===== src/hdl/uvsg_pkg.sv =====
// uvsg_pkg: types, constants and the CORDIC angle table for the UV sphere vertex generator.
// Used by every module under hdl/. No dependencies.
`timescale 1ns / 1ps
package uvsg_pkg;

  localparam int MAX_GRID   = 256;
  localparam int FRAC_BITS  = 15;
  localparam int ITERS      = 30;
  localparam int CW         = 34;  // CORDIC datapath width (Q2.30 plus headroom)
  localparam int AW         = 33;  // signed residual angle width
  localparam int CNT_W      = 9;
  localparam int IDX_W      = 8;
  localparam int QW         = 16;  // texture word width; the texture path itself uses FRAC_BITS fraction bits
  localparam logic [CW-1:0] GAIN_INV = CW'(652032874);

  localparam logic [0:0] REG_RINGS   = 1'b0;
  localparam logic [0:0] REG_SECTORS = 1'b1;

  typedef struct packed {
    logic [7:0] ring_index;
    logic [7:0] sector_index;
  } in_word_t;

  typedef struct packed {
    logic signed [15:0] pos_x;
    logic signed [15:0] pos_y;
    logic signed [15:0] pos_z;
    logic [15:0] tex_u;
    logic [15:0] tex_v;
    logic [15:0] corner_a;
    logic [15:0] corner_b;
    logic [15:0] corner_c;
    logic [15:0] corner_d;
    logic quad_valid;
  } out_word_t;

  // classified item handed from front to back
  typedef struct packed {
    logic [IDX_W-1:0] r;
    logic [IDX_W-1:0] s;
    logic [CNT_W-1:0] rc;
    logic [CNT_W-1:0] sc;
  } job_t;

  function automatic logic [AW-1:0] atan_turn(input int i);
    logic [AW-1:0] t;
    unique case (i)
      0: t = AW'(32'h20000000);  1: t = AW'(32'h12E4051E);
      2: t = AW'(32'h09FB385B);  3: t = AW'(32'h051111D4);
      4: t = AW'(32'h028B0D43);  5: t = AW'(32'h0145D7E1);
      6: t = AW'(32'h00A2F61E);  7: t = AW'(32'h00517C55);
      8: t = AW'(32'h0028BE53);  9: t = AW'(32'h00145F2F);
      10: t = AW'(32'h000A2F98); 11: t = AW'(32'h000517CC);
      12: t = AW'(32'h00028BE6); 13: t = AW'(32'h000145F3);
      14: t = AW'(32'h0000A2F9); 15: t = AW'(32'h0000517C);
      16: t = AW'(32'h000028BE); 17: t = AW'(32'h0000145F);
      18: t = AW'(32'h00000A2F); 19: t = AW'(32'h00000517);
      20: t = AW'(32'h0000028B); 21: t = AW'(32'h00000145);
      22: t = AW'(32'h000000A2); 23: t = AW'(32'h00000051);
      24: t = AW'(32'h00000028); 25: t = AW'(32'h00000014);
      26: t = AW'(32'h0000000A); 27: t = AW'(32'h00000005);
      28: t = AW'(32'h00000002); 29: t = AW'(32'h00000001);
      default: t = '0;
    endcase
    return t;
  endfunction

endpackage


===== src/hdl/uvsg_front.sv =====
// uvsg_front: input handshake, count and index clamping, front register.
// Depends on uvsg_pkg.
`timescale 1ns / 1ps
module uvsg_front (
  input  logic              clk,
  input  logic              rst_n,
  input  logic              in_valid,
  output logic              in_ready,
  input  uvsg_pkg::in_word_t in_data,
  input  logic [8:0]        rings_cfg,
  input  logic [8:0]        sectors_cfg,
  output logic              job_valid,
  input  logic              job_ready,
  output uvsg_pkg::job_t    job
);
  import uvsg_pkg::*;

  logic valid_r;
  job_t job_r, job_nxt;
  logic [CNT_W-1:0] rc, sc;

  always_comb begin
    rc = (rings_cfg < 9'd2) ? 9'd2 : (rings_cfg > 9'(MAX_GRID)) ? 9'(MAX_GRID) : rings_cfg;
    sc = (sectors_cfg < 9'd2) ? 9'd2 :
         (sectors_cfg > 9'(MAX_GRID)) ? 9'(MAX_GRID) : sectors_cfg;
    job_nxt.rc = rc;
    job_nxt.sc = sc;
    job_nxt.r = ({1'b0, in_data.ring_index} > rc - 9'd1) ? 8'(rc - 9'd1) : in_data.ring_index;
    job_nxt.s = ({1'b0, in_data.sector_index} > sc - 9'd1) ? 8'(sc - 9'd1)
                                                           : in_data.sector_index;
  end

  assign in_ready  = !valid_r || job_ready;
  assign job_valid = valid_r;
  assign job       = job_r;

  always_ff @(posedge clk) begin
    if (!rst_n) begin
      valid_r <= 1'b0;
    end else if (in_ready) begin
      valid_r <= in_valid;
    end
    if (in_ready && in_valid) begin
      job_r <= job_nxt;
    end
  end
endmodule


===== config.mk =====
export PLATFORM = sky130hd
export DESIGN_NAME = uvsg_front
export DESIGN_NICKNAME = d
export VERILOG_FILES = /design/src/hdl/uvsg_pkg.sv /design/src/hdl/uvsg_front.sv
export SDC_FILE = /design/constraint.sdc
export NUM_CORES = 1
export LEC_CHECK = 0
export ABC_CLOCK_PERIOD_IN_PS = 8000
export BUFFER_PORTS_ARGS = -buffer_cell sky130_fd_sc_hd__buf_2
export CAP_MARGIN = 10
export CORE_MARGIN = 4
export CORE_UTILIZATION = 54
export CTS_BUF_LIST = sky130_fd_sc_hd__clkbuf_16
export CTS_CLUSTER_DIAMETER = 100
export DETAILED_ROUTE_END_ITERATION = 10
export HOLD_SLACK_MARGIN = 0.15
export MAX_ROUTING_LAYER = met4
export PLACE_DENSITY = 0.95
export SYNTH_ARGS = -nofsm -noshare
export SYNTH_HDL_FRONTEND = slang
export SYNTH_SLANG_ARGS = --single-unit

===== constraint.sdc =====
create_clock -name clk -period 8 [get_ports clk]
set_clock_uncertainty 0.2 [all_clocks]
set_input_delay 1.6 -clock clk [delete_from_list [all_inputs] [get_ports clk]]
set_output_delay 1.6 -clock clk [all_outputs]
set_load 0.05 [all_outputs]

; ---- After elaboration in Yosys (flattened, before gate mapping)
; Index checks and enable logic that the tools add are counted.
; Widths: inputs -> output; s select.
[classes]
addsub = 2
n_mux = 6
reduce_logical = 3
order_cmp = 6
[op_table]
columns = op, n
row1 = $mux 9, 4
row2 = $gt 8x9->1, 2
row3 = $gt 9x9->1 const B, 2
row4 = $lt 9x2->1 const B, 2
row5 = $sub 9x1->9 const B, 2
row6 = $mux 8, 2
row7 = $logic_and 1x1->1, 1
row8 = $logic_not 1->1, 1
row9 = $logic_or 1x1->1, 1
[totals]
reg_bits = 35

; ---- Longest topological paths before layout
[depth]
ltp_word = 6
ltp_mapped = 14

; ---- Least setup slack after synthesis
; Ideal clock, no wire load.
[synth_timing]
path_kind = in2reg
startpoint = in rings_cfg[4]
endpoint = reg job_r (netlist bit job[26]) (data pin)
setup_ns = 0.273
required_ns = 7.527
n_path_buf = 1
arrival_time_ns = 4.071
stages = 14
path_slack_ns = 3.456
path_cell_list = nor4_2 nand2_1 a21o_1 ha_1 clkbuf_2 nand3_1 o21a_1 o22ai_1 ha_1 nand4_1 o211ai_1 a31oi_1 nor3_4 mux2i_1
[synth_rtl]
columns = item, line_no
row1 = start: declaration, uvsg_front.sv:10  ; input logic [8:0] rings_cfg,
row2 = end signal: assignment, uvsg_front.sv:44  ; job_r <= job_nxt;
row3 = end: declaration, uvsg_front.sv:19  ; job_t job_r, job_nxt;

==> out/qor.csv <==
metric;value;unit
worst-setup-path-type;input pin to flop;
synth_edf_count;34;
setup_tns;0;ns
ys_types;48;
path_buf_inv;1;
yosysSeqAreaShare;47.5;%
postCtsResizedCells;0;
syn_nets;249;
crit_chain;buf_2 > nor4_2 > nand2_1 > o211ai_1 > ha_1 > nand3_1 > o21a_1 > o22ai_1 > ha_1 > nand4_1 > o211ai_1 > a31oi_1 > nor3_4 > mux2i_1;
yosys-top-cells-area;edfxtp_1 47%, ha_1 10%, mux2i_1 7.8%;
grt_pass1_wl;7960;um
pin_count;74;
status;complete, no violations;
vias_per_cell;5.55;
htree_levels;2;
synthCells;193;
portBuffers;73;
finalSetupViolations;0;
core;0.00380;mm^2
drtAntennaViolNets;0;
rsz0062_at_grt;no;
fin_crit;5.04;ns
path_clk_slew;0.05;ns
grt_pass1_vias;1719;
syn_area_per_cell;11.3;um^2
maxSlewHeadroom;60.5;%
diodes;0;
drive_gt1_share;34.6;%
cts_root_buffer;clkbuf_16;
clock_sinks;35;
layout.nets;324;
syn_to_final_growth;24.3;%
dp_slack;2.72;ns
drt-pass1-iter-count;4;
hold_class;flop to flop;
fin_crit_sh;63.0;%
dr.first_iter.drc_count;175;
cp.arrival;4.84;ns
max_freq;198;MHz
synth-seq-cells;35;
path_max_fanout;8;
r2r_start;job_valid;
hpwlAfterDp;3920;um
die_x;71.7;um
end_kind;flop;
cts_buffers;5;
drc;0;
die_h;71.7;um
async_flop_share;0;%
ir_drop;0.130;mV
cts_buffer_depth;2;
dieArea;0.00514;mm^2
required;7.80;ns
synthesis.area;0.00219;mm^2
synthFlopType;edfxtp_1;
grt_use_total;20.6;%
cp_slowest_cell;nor3_4;
synth_common_cells;34 x edfxtp_1, 25 x inv_1, 18 x ha_1, 17 x mux2i_1, 10 x nor2b_1;
wl_per_cell;15.8;um
worst_pin_slew;0.592;ns
nFillCells;284;
fin_util;71.6;%
synth_top_area_share;46.6;%
final-hold-violation-count;0;
routed_wl;5020;um
start_kind;input pin;
drv_slew;0;
via_count;1760;
grt_overflow;0;
reg2reg_setup_slack;6.50;ns
power_density;204;mW/mm^2
drv_cap;0;
cts_setup_buffers;0;
setup.worst_path.start;rings_cfg[4];
gp_congestion;0.888;
rows;22;
cp_num_cells;14;
yosysMostFrequentCell;edfxtp_1;
worst_r2r_path_depth;3;
r2r-end;job[16];
cts_tree;yes;
antenna_found_initial;0;
crit_end;job[31];
yosys_warnings;0;
synth_top_area_cell;edfxtp_1;
finalInstanceArea;0.00272;mm^2
cp_top_family;simple AND/OR/NAND/NOR gates;
grt_max_degree;35;
postCtsHoldBufs;0;
total_leakage_power;1.28;nW
post_dp_cell_area;0.00258;mm^2
critical-path-max-stage-delay;0.51;ns
clk_latency;0.27;ns
setup_slack;2.96;ns
start_util;57.6;%
## cell families after synthesis
group | Yosys count | share of synthesized area, %
AND/OR/NAND/NOR | 53 | 14.9
AO/OA/AOI/OAI | 35 | 11.8
flip-flops | 35 | 47.5
buffers and inverters | 32 | 6.23
multiplexers | 18 | 8.46
adder cells (fa/ha/maj) | 18 | 10.3
XOR/XNOR | 2 | 0.800
## worst min-delay path, stage by stage, from the launching register on
cell      delay (ns)
dfxtp_1         0.31
nand2b_1        0.10
a21boi_0        0.09
## report_power, final
group,total [mW],internal (mW),switching (mW)
Combinational,0.152,0.0476,0.105
Sequential,0.223,0.219,0.00327
Clock,0.179,0.112,0.0671
Total,0.554,0.379,0.175
## layer usage
layer | vias to the layer above | GRT usage, % | part of all wire [%]
li1 | 860 | - | -
met1 | 817 | 24.6 | 40
met2 | 72 | 33.6 | 50
met3 | 11 | 3.51 | 6.8
met4 | 0 | 10.2 | 2.5
met5 | - | - | 0
## sequential cells by signal (all words and copies together), names as in the netlist
name	flops
job	34
job_valid	1
## layout make-up
class / instances / area, um^2 / share of cell area, %
multi-input combinational: 126 / 1010 / 37.2
sequential: 35 / 1040 / 38.3
clock inverter: 3 / 12.5 / 0.460
timing repair buffer: 74 / 373 / 13.7
tap: 48 / 60.1 / 2.21
inverter: 26 / 97.6 / 3.59
clock buffer: 5 / 125 / 4.60
## stage by stage
stage	hold slack (ns)	power, mW	std cells
floorplan	0.946	0.338	193
global placement	0.314	0.373	309
detailed placement	0.337	0.378	309
CTS	0.346	0.557	317
global route	0.387	0.577	317
finish	0.346	0.554	317
## placed cells by master, fill, tap and decap left out, types with 2 or more instances in the layout
cell | synthesis | layout
o22ai_1 | 3 | 3
nor3_1 | 5 | 5
edfxtp_1 | 34 | 34
nand2_1 | 9 | 9
ha_1 | 18 | 18
o211ai_1 | 3 | 3
buf_2 | 0 | 73
nor2b_1 | 10 | 10
nor2_1 | 4 | 4
a21o_1 | 3 | 3
nand2b_1 | 2 | 2
clkbuf_16 | 0 | 5
a21oi_1 | 7 | 7
inv_1 | 25 | 27
nor2b_2 | 3 | 3
and3_1 | 2 | 2
xnor2_1 | 2 | 2
a211oi_1 | 2 | 2
o21ai_1 | 3 | 3
mux2i_1 | 17 | 17
nand3_1 | 7 | 7
o21a_1 | 3 | 3
nand4_1 | 2 | 2
## worst min path at each step
stage,startpoint,to,slack [ns],depth (start not counted)
after detailed placement,job_valid,job_valid,0.34,2
final,job_valid,job_valid,0.35,2
after global placement,job_valid,job_valid,0.31,2
after CTS,job_valid,job_valid,0.35,2
after floorplan,job_valid,job_valid,0.95,2
after global routing,job_valid,job_valid,0.39,2
Power figures use the tool's default switching activity.
