`config.mk`:
```
export PLATFORM = sky130hd
export DESIGN_NAME = uvsg_fifo
export DESIGN_NICKNAME = d
export VERILOG_FILES = /design/src/hdl/uvsg_pkg.sv /design/src/hdl/uvsg_fifo.sv
export SDC_FILE = /design/constraint.sdc
export NUM_CORES = 1
export LEC_CHECK = 0
export BUFFER_PORTS_ARGS = -buffer_cell sky130_fd_sc_hd__buf_2
export CAP_MARGIN = 25
export CORE_MARGIN = 2
export CORE_UTILIZATION = 45
export DETAILED_ROUTE_END_ITERATION = 6
export GPL_TIMING_DRIVEN = 0
export PLACE_DENSITY = 0.8
export REMOVE_ABC_BUFFERS = 1
export SLEW_MARGIN = 5
export SYNTH_ARGS = -nofsm -noshare
export SYNTH_HDL_FRONTEND = slang
export SYNTH_SLANG_ARGS = --single-unit
```
`constraint.sdc`:
```
create_clock -name clk -period 1.71 [get_ports clk]
set_clock_uncertainty 0.05 [all_clocks]
set_input_delay 0.4275 -clock clk [delete_from_list [all_inputs] [get_ports clk]]
set_output_delay 0.4275 -clock clk [all_outputs]
set_load 0.05 [all_outputs]
```
`src/hdl/uvsg_pkg.sv`:
```
// uvsg_pkg: types, constants and the CORDIC angle table for the UV sphere vertex generator.
// Used by every module under hdl/. No dependencies.
`timescale 1ns / 1ps
package uvsg_pkg;

  localparam int MAX_GRID   = 256;
  localparam int FRAC_BITS  = 15;
  localparam int ITERS      = 30;
  localparam int CW         = 34;  // CORDIC datapath width (Q2.30 plus headroom)
  localparam int AW         = 33;  // signed residual angle width
  localparam int CNT_W      = 9;
  localparam int IDX_W      = 8;
  localparam int QW         = 16;  // texture word width; the texture path itself uses FRAC_BITS fraction bits
  localparam logic [CW-1:0] GAIN_INV = CW'(652032874);

  localparam logic [0:0] REG_RINGS   = 1'b0;
  localparam logic [0:0] REG_SECTORS = 1'b1;

  typedef struct packed {
    logic [7:0] ring_index;
    logic [7:0] sector_index;
  } in_word_t;

  typedef struct packed {
    logic signed [15:0] pos_x;
    logic signed [15:0] pos_y;
    logic signed [15:0] pos_z;
    logic [15:0] tex_u;
    logic [15:0] tex_v;
    logic [15:0] corner_a;
    logic [15:0] corner_b;
    logic [15:0] corner_c;
    logic [15:0] corner_d;
    logic quad_valid;
  } out_word_t;

  // classified item handed from front to back
  typedef struct packed {
    logic [IDX_W-1:0] r;
    logic [IDX_W-1:0] s;
    logic [CNT_W-1:0] rc;
    logic [CNT_W-1:0] sc;
  } job_t;

  function automatic logic [AW-1:0] atan_turn(input int i);
    logic [AW-1:0] t;
    unique case (i)
      0: t = AW'(32'h20000000);  1: t = AW'(32'h12E4051E);
      2: t = AW'(32'h09FB385B);  3: t = AW'(32'h051111D4);
      4: t = AW'(32'h028B0D43);  5: t = AW'(32'h0145D7E1);
      6: t = AW'(32'h00A2F61E);  7: t = AW'(32'h00517C55);
      8: t = AW'(32'h0028BE53);  9: t = AW'(32'h00145F2F);
      10: t = AW'(32'h000A2F98); 11: t = AW'(32'h000517CC);
      12: t = AW'(32'h00028BE6); 13: t = AW'(32'h000145F3);
      14: t = AW'(32'h0000A2F9); 15: t = AW'(32'h0000517C);
      16: t = AW'(32'h000028BE); 17: t = AW'(32'h0000145F);
      18: t = AW'(32'h00000A2F); 19: t = AW'(32'h00000517);
      20: t = AW'(32'h0000028B); 21: t = AW'(32'h00000145);
      22: t = AW'(32'h000000A2); 23: t = AW'(32'h00000051);
      24: t = AW'(32'h00000028); 25: t = AW'(32'h00000014);
      26: t = AW'(32'h0000000A); 27: t = AW'(32'h00000005);
      28: t = AW'(32'h00000002); 29: t = AW'(32'h00000001);
      default: t = '0;
    endcase
    return t;
  endfunction

endpackage

```
`src/hdl/uvsg_fifo.sv`:
```
// uvsg_fifo: two-entry queue between front and back.
// Depends on uvsg_pkg.
`timescale 1ns / 1ps
module uvsg_fifo (
  input  logic           clk,
  input  logic           rst_n,
  input  logic           wr_valid,
  output logic           wr_ready,
  input  uvsg_pkg::job_t wr_data,
  output logic           rd_valid,
  input  logic           rd_ready,
  output uvsg_pkg::job_t rd_data
);
  import uvsg_pkg::*;

  job_t mem_r [2];
  logic wp_r, rp_r;
  logic [1:0] cnt_r;
  logic wr, rd;

  assign wr_ready = cnt_r != 2'd2;
  assign rd_valid = cnt_r != 2'd0;
  assign rd_data  = mem_r[rp_r];
  assign wr = wr_valid && wr_ready;
  assign rd = rd_valid && rd_ready;

  always_ff @(posedge clk) begin
    if (!rst_n) begin
      wp_r <= 1'b0;
      rp_r <= 1'b0;
      cnt_r <= 2'd0;
    end else begin
      if (wr) wp_r <= !wp_r;
      if (rd) rp_r <= !rp_r;
      cnt_r <= cnt_r + 2'(wr) - 2'(rd);
    end
    if (wr) mem_r[wp_r] <= wr_data;
  end

`ifndef SYNTHESIS
  a_cnt_max: assert property (@(posedge clk) disable iff (!rst_n) cnt_r <= 2'd2)
    else $error("fifo count overflow");
  a_no_over: assert property (@(posedge clk) disable iff (!rst_n)
    cnt_r == 2'd2 && !rd |=> cnt_r == 2'd2)
    else $error("fifo lost word");
  a_empty: assert property (@(posedge clk) disable iff (!rst_n)
    cnt_r == 2'd0 && !wr |=> !rd_valid)
    else $error("fifo invented word");
`endif
endmodule

```
======== Word level (Yosys, flattened, before mapping) ========
Memory sizes are Yosys's and may differ from the RTL's. A register that Yosys moved wholly into a read port is not among the register bits.
Index checks and enable logic that the tools add are counted.
storage, ports and cells
  input bits .............................. 38
  word-level logic and storage cells ...... 16
  memories ................................ 1
  output and inout bits ................... 36
  RAM bits ................................ 68
  flip-flop bits (word level) ............. 4
operators by class
  eq/ne operators ......................... 1
  $add $sub $neg .......................... 2
  mux-type cells .......................... 4
  reductions and logical operators ........ 5
memories
  memory  depth  width  rd ports  clocked after memory_dff  wr ports  line             text
  mem_r   2      34     1         1                         1         uvsg_fifo.sv:16  job_t mem_r [2];
operators by type and width
  kind                                         count
  1-bit 2-to-1 mux                             4
  2-bit by 1-bit adder with 2-bit output       1
  1-bit logical AND                            2
  1-bit logical NOT                            2
  2-bit != test, second input constant         1
  2-bit nonzero test                           1
  2-bit by 1-bit subtractor with 2-bit output  1

======== Logic depth before layout (Yosys ltp) ========
Gate-level depths: netlist of run 1.
  word-level depth ........................ 4
  depth in mapped cells ................... 6
  gate-level depth less buffers ........... 6

======== Worst setup path before layout of run 1 ========
OpenSTA, ideal clock, no wires.
  path kind ............................... reg-to-reg
  start point ............................. register cnt_r[0]
  end point ............................... memory mem_r[1][0] (netlist bit) (enable)
  required time ........................... 1266 ps
  stages on the path, launching flop included .. 3
  path buffers ............................ 0
  arrival time ............................ 1858 ps
  slack ................................... -592 ps
  library setup time ...................... 394 ps
  period minus slack after synthesis ...... 2302 ps
  cell sequence ........................... dfxtp_1 nand2b_1 and3_1
between the ends
  word-level cells in the longest chain between the ends .. 4
RTL lines
  item                                    line             text
  from (decl)                             uvsg_fifo.sv:18  logic [1:0] cnt_r;
  from (signal assigned)                  uvsg_fifo.sv:35  cnt_r <= cnt_r + 2'(wr) - 2'(rd);
  2-bit != test                           uvsg_fifo.sv:21  assign wr_ready = cnt_r != 2'd2;
  named net wr_ready                      uvsg_fifo.sv:8   output logic wr_ready,
  1-bit logical AND                       uvsg_fifo.sv:24  assign wr = wr_valid && wr_ready;
  1-bit 2-to-1 mux                        uvsg_fifo.sv:37  if (wr) mem_r[wp_r] <= wr_data;
  1-bit 2-to-1 mux (implied by the code)  uvsg_fifo.sv:37
  to (decl)                               uvsg_fifo.sv:16
The timed path passes the listed nets, and every way through them passes these cells.

==> impl_results.md, run 1 <==
* Initial standard-cell utilization of the core at a little under half
* Post-Syn Instances at 136
* Least-Margin Pin Slew at 0.481 ns
* Cell count of the worst hold path at 1
* Wire length of the first global-routing pass at 7130 µm
* Arrival time of the worst setup path at 1.39 ns
* Slew HR at 67.9%
* GR Util All Layers at 14.9%
* Result of the run: complete, but fails checks
* Average wire per standard cell at 16.1 µm
* Count of filler cells inserted in the layout at 422
* Most used cells in the layout excluding fill and tap cells: sky130_fd_sc_hd__edfxtp_1 (68), sky130_fd_sc_hd__buf_2 (38), sky130_fd_sc_hd__buf_6 (34)
* Slew Viols, Final at 0
* Reg clk slew, reported paths at approximately 0.07 ns
* Critical-path maximum fanout at 17
* Vias per std cell at 4.89
* Critical path cell sequence: buf_12 -> mux2_1 -> buf_6
* Capture instance of the worst register-to-register path: mem_r[1][7]$_DFFE_PP_
* Worst endpoint required time at 1.23 ns
* Clk Tree Root Cell: sky130_fd_sc_hd__clkbuf_8
* Number of cell instances on the worst register-to-register path at 2
* Ports placed on the boundary at 74
* Final GP Congestion at about 0.64
* Congestion Overflow GR at 0
* Number of global-route vias before repair at 1550
* Post-detailed-route count of antenna-violating nets at 0
* Post-route clock period utilization at 109%
* Cell with the largest stage delay on the worst path: sky130_fd_sc_hd__dfxtp_4
* Area of combinational cells with multiple inputs at just over 600 µm²
* Number of buffers on the longest clock path at 2
* Kind of critical path: reg2out
* Max cap viols at 0
* First DRT Iteration DRCs at 85
* Fraction of layout cells with a size suffix above 1 at 50.7%
* Fin crit period at 1.86 ns
* Number of antenna violations at the first check in global routing at 0
* Most common cell after layout, fill and taps aside: sky130_fd_sc_hd__edfxtp_1
* Clock tree sinks at 73
* Via count at 1468
* Class of the tightest hold or removal check: in2reg
* Net count reported at finish at 259
* Total power density per cell area at roughly 1400 nW/µm²
* Yosys reg bits at 73
* Post-cts hold buffer count at 0
* Clk Latency, worst-skew pair at around 0.32 ns
* Number of antenna diodes at 0
* Leakage at 1.40 nW
* R2R Path Start: cnt_r[0]$_SDFF_PN0_
* Overall power at approximately 5.3 mW
* Number of warnings issued by yosys at 0
* Detailed Routing Iterations Pass 1 at 4
* Delay of the slowest critical-path stage at 0.37 ns
* Synthesis-to-layout area growth at 35.4%
* Die Y-Extent at 81.8 µm
* Setup-violating endpoint count in the final report at 34
* Maximum number of pins on one net before global-route repair at 35
* Setup Slack @ Placement at -0.294 ns
* Die boundary width at 81.8 µm
* Worst Hold End: mem_r[1][18]$_DFFE_PP_
* Total length of routed wires at 4820 µm
* Violations in the final reports: setup timing
* Die area at roughly 6700 µm²
* Cell class contributing the biggest share of worst-path delay: flip-flops
* FF-to-FF setup slack at 0.15 ns
* Kind of end point of the critical path: output port
* Register cell area after layout at 2150 µm²
* Post-synthesis sequential area ratio at 78.7%
* Fin worst setup slack at -0.154 ns
* HP Start: wr_data[18]
* Total buffers and inverters traversed by the critical path at 2
* Total count of hold-check failures in the final report at 0
* Core region area at 5890 µm²
* Synth Cell Area at 2720 µm²
* Average instance area after synthesis at 20.0 µm²
* Final core occ at approximately 63%
* Maximum level of the CTS H-tree at 3
* CTS tree: done
* HPWL after detailed placement at ~2900 µm
* Worst vdd ir at between 0.0008 and 0.0009 V
* DRC errors left at 0
* Total CTS buffers at 9
* I/O Buffers at 73
* Total number of placement rows at 28
* Unique cell type count in the Yosys netlist at 25
* Critical Path Source Type: flop
* Unrepaired setup endpoints after global routing: true
* Maximum clock frequency at ~0.54 GHz
==> stage by stage <==
stage	area (µm²)	hold slack (ns)	setup TNS [ns]	cells
after floorplan	2700	0.422	-49.52	132
after global placement	3150	0.437	-66.34	280
after detailed placement	3180	0.437	-18.97	281
after CTS	3660	0.216	-5.48	300
after global routing	3690	0.210	-6.39	300
final	3690	0.232	-4.57	300
==> cell type report <==
class | instances | share of cell area [%]
clock inverter | 6 | 0.950
inverter | 2 | 0.305
sequential | 73 | 58.2
tap | 75 | 2.54
multi-input combinational | 57 | 16.4
timing repair buffer | 77 | 18.1
clock buffer | 10 | 3.46
==> worst reg2reg max path, stage by stage, from the launching register on <==
cell and delay [ns]:
sky130_fd_sc_hd__dfxtp_1 0.44, sky130_fd_sc_hd__nand2b_4 0.19, sky130_fd_sc_hd__and3_4 0.50
==> cells in the mapped netlist <==
master / count / share of area [%]
sky130_fd_sc_hd__a21bo_1: 1 / 0.37
sky130_fd_sc_hd__nor4_1: 1 / 0.23
sky130_fd_sc_hd__o21ba_1: 1 / 0.37
sky130_fd_sc_hd__nor2_1: 4 / 0.55
sky130_fd_sc_hd__nand3_1: 1 / 0.18
sky130_fd_sc_hd__xor2_1: 1 / 0.32
sky130_fd_sc_hd__edfxtp_1: 68 / 75
sky130_fd_sc_hd__a21oi_1: 1 / 0.18
sky130_fd_sc_hd__inv_1: 2 / 0.28
sky130_fd_sc_hd__mux2_1: 34 / 14
sky130_fd_sc_hd__nor3_2: 1 / 0.37
sky130_fd_sc_hd__nand3b_1: 1 / 0.28
sky130_fd_sc_hd__o21ai_0: 1 / 0.18
sky130_fd_sc_hd__buf_4: 3 / 0.83
sky130_fd_sc_hd__dfxtp_1: 5 / 3.7
sky130_fd_sc_hd__o21ai_1: 1 / 0.18
sky130_fd_sc_hd__and3_1: 2 / 0.46
sky130_fd_sc_hd__o31a_1: 1 / 0.32
sky130_fd_sc_hd__buf_2: 1 / 0.18
sky130_fd_sc_hd__or2_1: 1 / 0.23
sky130_fd_sc_hd__nand2b_1: 1 / 0.23
sky130_fd_sc_hd__and2_1: 1 / 0.23
sky130_fd_sc_hd__ha_1: 1 / 0.46
sky130_fd_sc_hd__nor2b_1: 1 / 0.23
sky130_fd_sc_hd__nor4bb_2: 1 / 0.60
==> worst max-delay path by stage <==
stage / end / slack (ns) / start / cells past startpoint
3_3_place_gp: rd_data[30] / -0.86 / flop / 2
5_1_grt: rd_data[32] / -0.21 / flop / 3
6_report: rd_data[29] / -0.15 / flop / 3
3_5_place_dp: rd_data[4] / -0.29 / flop / 2
2_1_floorplan: mem_r[1][0]$_DFFE_PP_ / -0.59 / cnt_r[0]$_SDFF_PN0_ / 2
4_1_cts: rd_data[4] / -0.18 / flop / 3
==> kinds of logic after synthesis <==
| family | count (synthesis) | synth area share, % |
|---|---|---|
| AOI/OAI and AO/OA | 6 | 1.61 |
| xor gates and xnor gates | 1 | 0.322 |
| adders and majority gates | 1 | 0.459 |
| buffers and inverters | 6 | 1.29 |
| DFF | 73 | 78.7 |
| muxes | 34 | 14.1 |
| and+or+nand+nor | 15 | 3.59 |
==> flip-flops by register name (all words and copies together), names as in the netlist, named ones only <==
signal and count:
cnt_r 2, mem_r 68, rp_r 1, wp_r 1
==> report_power, final <==
group | internal (mW) | switching (mW)
clock network | 0.516 | 0.583
logic | 0.786 | 1.21
registers | 2.17 | 0.0744
==> repair_timing <==
action	4_1_cts	5_1_grt
cloned	0	0
setup endpoints to repair	103	35
gates resized for setup	82	11
buffers inserted	3	0
==> per-layer routing <==
layer | vias to the layer above | part of all wire [%] | global-route usage, %
met5 | - | 0 | 0
met4 | 0 | 0.83 | 4.50
met3 | 6 | 6.5 | 5.93
met2 | 52 | 51 | 26.2
met1 | 711 | 42 | 16.6
li1 | 699 | - | -
Note: power is estimated with default switching activity, not from simulation.
==> run 2, diff against run 1 <==
Settings changed: MAX_ROUTING_LAYER set to met4.
==> impl_results.md, run 2 (synthesis results as in run 1) <==
* Average wire per standard cell at 16.1 µm (about the same)
* CTS tree: done
* Class of the tightest hold or removal check: in2reg
* Result of the run: complete, but fails checks
* Ports placed on the boundary at 74 (unchanged)
* Worst endpoint required time at 1.23 ns (about the same)
* Capture instance of the worst register-to-register path: mem_r[1][26]$_DFFE_PP_
* Post-cts hold buffer count at 0 (unchanged)
* Total number of placement rows at 28 (unchanged)
* Kind of end point of the critical path: output port
* Clk Latency, worst-skew pair at 0.32 ns (about the same)
* Post-route clock period utilization at 109% (about the same)
* Reg clk slew, reported paths at 0.07 ns (about the same)
* Worst vdd ir at 0.000888 V (about the same)
* Fin worst setup slack at -0.153 ns (+0.000826 ns)
* Wire length of the first global-routing pass at 7130 µm (unchanged)
* Max cap viols at 0 (unchanged)
* Critical path cell sequence: buf_12 -> mux2_1 -> buf_6
* Fraction of layout cells with a size suffix above 1 at 50.7% (unchanged)
* Worst Hold End: mem_r[1][18]$_DFFE_PP_
* Die Y-Extent at 81.8 µm (unchanged)
* Synthesis-to-layout area growth at 35.4% (unchanged)
* Net count reported at finish at 259 (unchanged)
* Die area at 6690 µm² (unchanged)
* GR Util All Layers at 15.3% (+0.44 points)
* Via count at 1472 (+0.27%)
* Number of cell instances on the worst register-to-register path at 2 (unchanged)
* Flip-flop count of the largest register after layout at 68 (unchanged)
* Total CTS buffers at 9 (unchanged)
* Number of antenna diodes at 0 (unchanged)
* Total buffers and inverters traversed by the critical path at 2 (unchanged)
* R2R Path Start: cnt_r[0]$_SDFF_PN0_
* Delay of the slowest critical-path stage at 0.37 ns (about the same)
* Cell class contributing the biggest share of worst-path delay: flip-flops
* Cell count of the worst hold path at 1 (unchanged)
* Slew Viols, Final at 0 (unchanged)
* Die boundary width at 81.8 µm (unchanged)
* FF-to-FF setup slack at 0.16 ns (about the same)
* Fin crit period at 1.86 ns (-0.000826 ns)
* Arrival time of the worst setup path at 1.39 ns (about the same)
* First DRT Iteration DRCs at 73 (-14%)
* Summed negative setup slack over all endpoints at -4.54 ns (+0.0343 ns)
* Leakage at 1.40 nW (unchanged)
* Unrepaired setup endpoints after global routing: true
* Least-Margin Pin Slew at 0.481 ns (-0.0000350 ns)
* Most common cell after layout, fill and taps aside: sky130_fd_sc_hd__edfxtp_1
* I/O Buffers at 73 (unchanged)
* Maximum clock frequency at 0.537 GHz (about the same)
* Violations in the final reports: setup timing
* Cell with the largest stage delay on the worst path: sky130_fd_sc_hd__dfxtp_4
* Maximum number of pins on one net before global-route repair at 35 (unchanged)
* Total count of hold-check failures in the final report at 0 (unchanged)
* Initial standard-cell utilization of the core at 46.3% (unchanged)
* Number of global-route vias before repair at 1550 (unchanged)
* Vias per std cell at 4.91 (+0.27%)
* Total power density per cell area at 1450 nW/µm² (about the same)
* Overall power at 5.34 mW (about the same)
* Number of antenna violations at the first check in global routing at 0 (unchanged)
* Slew HR at 67.9% (about the same)
* Most used cells in the layout excluding fill and tap cells: sky130_fd_sc_hd__edfxtp_1 (68), sky130_fd_sc_hd__buf_2 (38), sky130_fd_sc_hd__buf_6 (34)
* HPWL after detailed placement at 2920 µm (unchanged)
* Congestion Overflow GR at 0 (unchanged)
* Maximum level of the CTS H-tree at 3 (unchanged)
* Largest registers in the final layout: mem_r: 68 flops, cnt_r: 2 flops
* Clock tree sinks at 73 (unchanged)
* Post-detailed-route count of antenna-violating nets at 0 (unchanged)
* Worst slack on hold paths at 0.233 ns (+0.00110 ns)
* Register cell area after layout at 2150 µm² (unchanged)
* Number of buffers on the longest clock path at 2 (unchanged)
* Clk Tree Root Cell: sky130_fd_sc_hd__clkbuf_8
* Critical Path Source Type: flop
* HP Start: wr_data[18]
* DRC errors left at 0 (unchanged)
* Total length of routed wires at 4820 µm (about the same)
* Critical-path maximum fanout at 17 (unchanged)
* Core region area at 5890 µm² (unchanged)
* Kind of critical path: reg2out
* Setup Slack @ Placement at -0.294 ns (unchanged)
* Largest reg by FF count: mem_r
* Final GP Congestion at 0.650 (+0.87%)
* Area of combinational cells with multiple inputs at 604 µm² (unchanged)
* Detailed Routing Iterations Pass 1 at 4 (unchanged)
* Setup-violating endpoint count in the final report at 34 (unchanged)
* Count of filler cells inserted in the layout at 422 (unchanged)
==> run 2: cell counts in the layout (fill, tap and decap cells not counted) <==
Identical to the previous run, type by type.
==> run 2: layer usage <==
metal  global-route usage (%)  routed length [µm]  up-vias  part of all wire (%)
met5                        -                   0        -                     0
met4                     4.50                  34        0                  0.71
met3                     5.93                 317        5                   6.6
met2                     26.2                2460       59                    51
met1                     16.6                2000      712                    42
li1                         -                   -      696                     -
==> run 2: final cells by class <==
class / instances / share of cell area (%)
Clock buffer: 10 / 3.46
Clock inverter: 6 / 0.950
Timing Repair Buffer: 77 / 18.1
Inverter: 2 / 0.305
Tap cell: 75 / 2.54
Multi-Input combinational cell: 57 / 16.4
Sequential cell: 73 / 58.2
==> run 2: worst max-delay path by stage <==
stage | cells after the start | endpoint | start | slack [ns]
2_1_floorplan | 2 | mem_r[1][0]$_DFFE_PP_ | cnt_r[0]$_SDFF_PN0_ | -0.59
3_3_place_gp | 2 | rd_data[30] | flop | -0.86
3_5_place_dp | 2 | rd_data[4] | flop | -0.29
4_1_cts | 3 | rd_data[4] | flop | -0.18
5_1_grt | 3 | rd_data[32] | flop | -0.21
6_report | 3 | rd_data[29] | flop | -0.15
==> run 2: where the power goes <==
part | leakage (nW) | switching, mW | internal (mW)
registers | 0.678 | 0.0739 | 2.17
logic | 0.640 | 1.21 | 0.786
clock network | 0.0835 | 0.578 | 0.516
==> run 2: what timing repair did <==
action	in CTS	in global routing
gates cloned	0	0
setup endpoints to repair	103	35
resized for setup	82	11
buffers inserted	3	0
==> run 2: stage by stage <==
| stage | utilization (%) | std cells | instance area (µm²) |
|---|---|---|---|
| floorplan | - | 132 | 2700 |
| global placement | 53.6 | 280 | 3150 |
| detailed placement | 54.1 | 281 | 3180 |
| CTS | 62.2 | 300 | 3660 |
| global route | 62.6 | 300 | 3690 |
| finish | 62.6 | 300 | 3690 |
==> run 2: worst reg2reg max path, delay by kind of cell (launching register included) <==
family / cells / cell delay [ns]
flops: 1 / 0.43
simple gates: 2 / 0.68
==> run 3, diff against run 2 <==
Settings changed: REMOVE_ABC_BUFFERS 1 to unset, SKIP_CTS_REPAIR_TIMING set to 1.
==> impl_results.md, run 3 (synthesis results as in run 1) <==
* Least-Margin Pin Slew at 0.486 ns (+0.00467 ns)
* Initial standard-cell utilization of the core at 46.3% (unchanged)
* I/O Buffers at 73 (unchanged)
* Largest reg by FF count: mem_r
* Setup-violating endpoint count in the final report at 34 (unchanged)
* Cell with the largest stage delay on the worst path: sky130_fd_sc_hd__dfxtp_4
* Count of filler cells inserted in the layout at 402 (-4.7%)
* Final GP Congestion at 0.768 (+18%)
* Slew Viols, Final at 0 (unchanged)
* CTS tree: done
* Most used cells in the layout excluding fill and tap cells: sky130_fd_sc_hd__edfxtp_1 (68), sky130_fd_sc_hd__buf_2 (38), sky130_fd_sc_hd__mux2_4 (34)
* Maximum number of pins on one net before global-route repair at 35 (unchanged)
* Ports placed on the boundary at 74 (unchanged)
* Unrepaired setup endpoints after global routing: true
* Wire length of the first global-routing pass at 6710 µm (-6.0%)
* Power spent charging and discharging nets at 1.97 mW (+5.6%)
* Maximum level of the CTS H-tree at 3 (unchanged)
* Kind of critical path: reg2out
* Via count at 1509 (+2.5%)
* Number of antenna diodes at 0 (unchanged)
* Die boundary width at 81.8 µm (unchanged)
* Post-detailed-route count of antenna-violating nets at 0 (unchanged)
* Internal Power at 3.87 mW (+11%)
* Synthesis-to-layout area growth at 45.4%
* Vias per std cell at 4.85 (-1.1%)
* Violations in the final reports: setup timing
* Congestion Overflow GR at 0 (unchanged)
* Total length of routed wires at 5480 µm (+14%)
* Critical path cell sequence: clkbuf_16 -> buf_12 -> mux2_4 -> buf_8
* Sequential share of power at 38.7% (-3.4 points)
* Fraction of layout cells with a size suffix above 1 at 61.0% (+10 points)
* Class of the tightest hold or removal check: in2reg
* Comb pwr share at 40.8% (+3.4 points)
* Maximum clock frequency at 0.519 GHz (-3.2%)
* Worst slack on hold paths at 0.228 ns (-0.00541 ns)
* Clk Tree Root Cell: sky130_fd_sc_hd__clkbuf_8
* Clk Latency, worst-skew pair at 0.33 ns (about the same)
* Total power density per cell area at 1480 nW/µm² (+1.9%)
* Fin worst setup slack at -0.215 ns (-0.0619 ns)
* Number of cell instances on the worst register-to-register path at 6 (+4)
* Max cap viols at 0 (unchanged)
* Core region area at 5890 µm² (unchanged)
* Number of global-route vias before repair at 1454 (-6.2%)
* Kind of end point of the critical path: output port
* Clock tree sinks at 73 (unchanged)
* Post-route clock period utilization at 113% (+3.6 points)
* Reg clk slew, reported paths at 0.08 ns (about the same)
* Result of the run: complete, but fails checks
* Arrival time of the worst setup path at 1.45 ns (+0.06 ns)
* Total number of placement rows at 28 (unchanged)
* Delay of the slowest critical-path stage at 0.36 ns (about the same)
* Detailed Routing Iterations Pass 1 at 4 (unchanged)
* Clock power share at 20.5% (about the same)
* GR Util All Layers at 14.6% (-0.71 points)
* Total count of hold-check failures in the final report at 0 (unchanged)
* Cell count of the worst hold path at 1 (unchanged)
* HPWL after detailed placement at 3090 µm (+6.0%)
* First DRT Iteration DRCs at 64 (-12%)
* DRC errors left at 0 (unchanged)
* Die area at 6690 µm² (unchanged)
* Summed negative setup slack over all endpoints at -6.68 ns (-2.15 ns)
* Syn_nets at 175
* Fin crit period at 1.93 ns (+0.0619 ns)
* Worst vdd ir at 0.000725 V (-18%)
* Overall power at 5.84 mW (+9.4%)
* Placed insts at 284 (+1.1%)
* Fraction of power spent switching nets at 33.7% (-1.2 points)
* Total CTS buffers at 9 (unchanged)
* Die Y-Extent at 81.8 µm (unchanged)
* Critical Path Source Type: flop
* Average wire per standard cell at 17.6 µm (+9.7%)
* Worst endpoint required time at 1.23 ns (about the same)
* Most common cell after layout, fill and taps aside: sky130_fd_sc_hd__edfxtp_1
* Slew HR at 67.6% (-0.31 points)
* Final std cells w/o fill at 311 (+3.7%)
* Number of buffers on the longest clock path at 2 (unchanged)
* Net count reported at finish at 270 (+4.2%)
* Number of antenna violations at the first check in global routing at 0 (unchanged)
* Flip-flop count of the largest register after layout at 68 (unchanged)
* Critical-path maximum fanout at 5 (-12)
* Leakage at 1.56 nW (+11%)
* Largest registers in the final layout: mem_r: 68 flops, cnt_r: 2 flops
[run 3: cell count changes in the layout (fill, tap and decap cells not counted), sizes merged]
cell      previous run  this run
clkinvlp             2         4
clkinv               5         0
clkbuf              10        19
buf                 77        82
[run 3: stage by stage]
step / util (%) / instance area (µm²) / worst slack [ns]
floorplan: - / 2740 / 0.00255
global placement: 54.3 / 3190 / -0.232
detailed placement: 54.3 / 3190 / -0.262
CTS: 57.3 / 3370 / -0.412
global route: 67.2 / 3960 / -0.259
finish: 67.2 / 3960 / -0.215
[run 3: layout make-up]
class	instances	area, µm²	area share, %
buffer	4	70.1	1.77
clock buffer	14	163	4.11
clock inverter	2	15.0	0.379
inverter	2	11.3	0.285
multi-input combinational	57	688	17.4
sequential	73	2150	54.3
tap	75	93.8	2.37
timing repair buffer	83	761	19.2
timing repair inverter	1	7.51	0.190
[run 3: critical path, delay by kind of cell (launching register included)]
kind	cells	cell delay (ns)
buffers and inverters	3	0.44
DFF	1	0.36
muxes	1	0.32
[run 3: metal layers]
metal	routed length [µm]	up-vias	share of wire [%]	GRT usage, %
met2	2890	51	53	23.3
li1	-	719	-	-
met5	0	-	0	-
met3	303	8	5.5	3.96
met4	70	0	1.3	8.50
met1	2220	731	40	16.7
[run 3: power groups by stage]
stage	Clock (mW)	Combinational [mW]	Sequential [mW]
floorplan	0	1.24	2.25
global placement	0	1.55	2.26
detailed placement	0	1.56	2.28
CTS	1.22	1.57	2.24
global route	1.31	2.49	2.28
finish	1.20	2.38	2.26
[run 3: worst paths after layout]
check	startpoint	endpoint	slack [ns]
max	flop	rd_data[12]	-0.22
min	wr_data[0]	mem_r[1][0]$_DFFE_PP_	0.23
max reg2reg	cnt_r[1]$_SDFF_PN0_	cnt_r[1]$_SDFF_PN0_	0.14
min reg2reg	rp_r$_SDFFE_PN0P_	flop	0.46
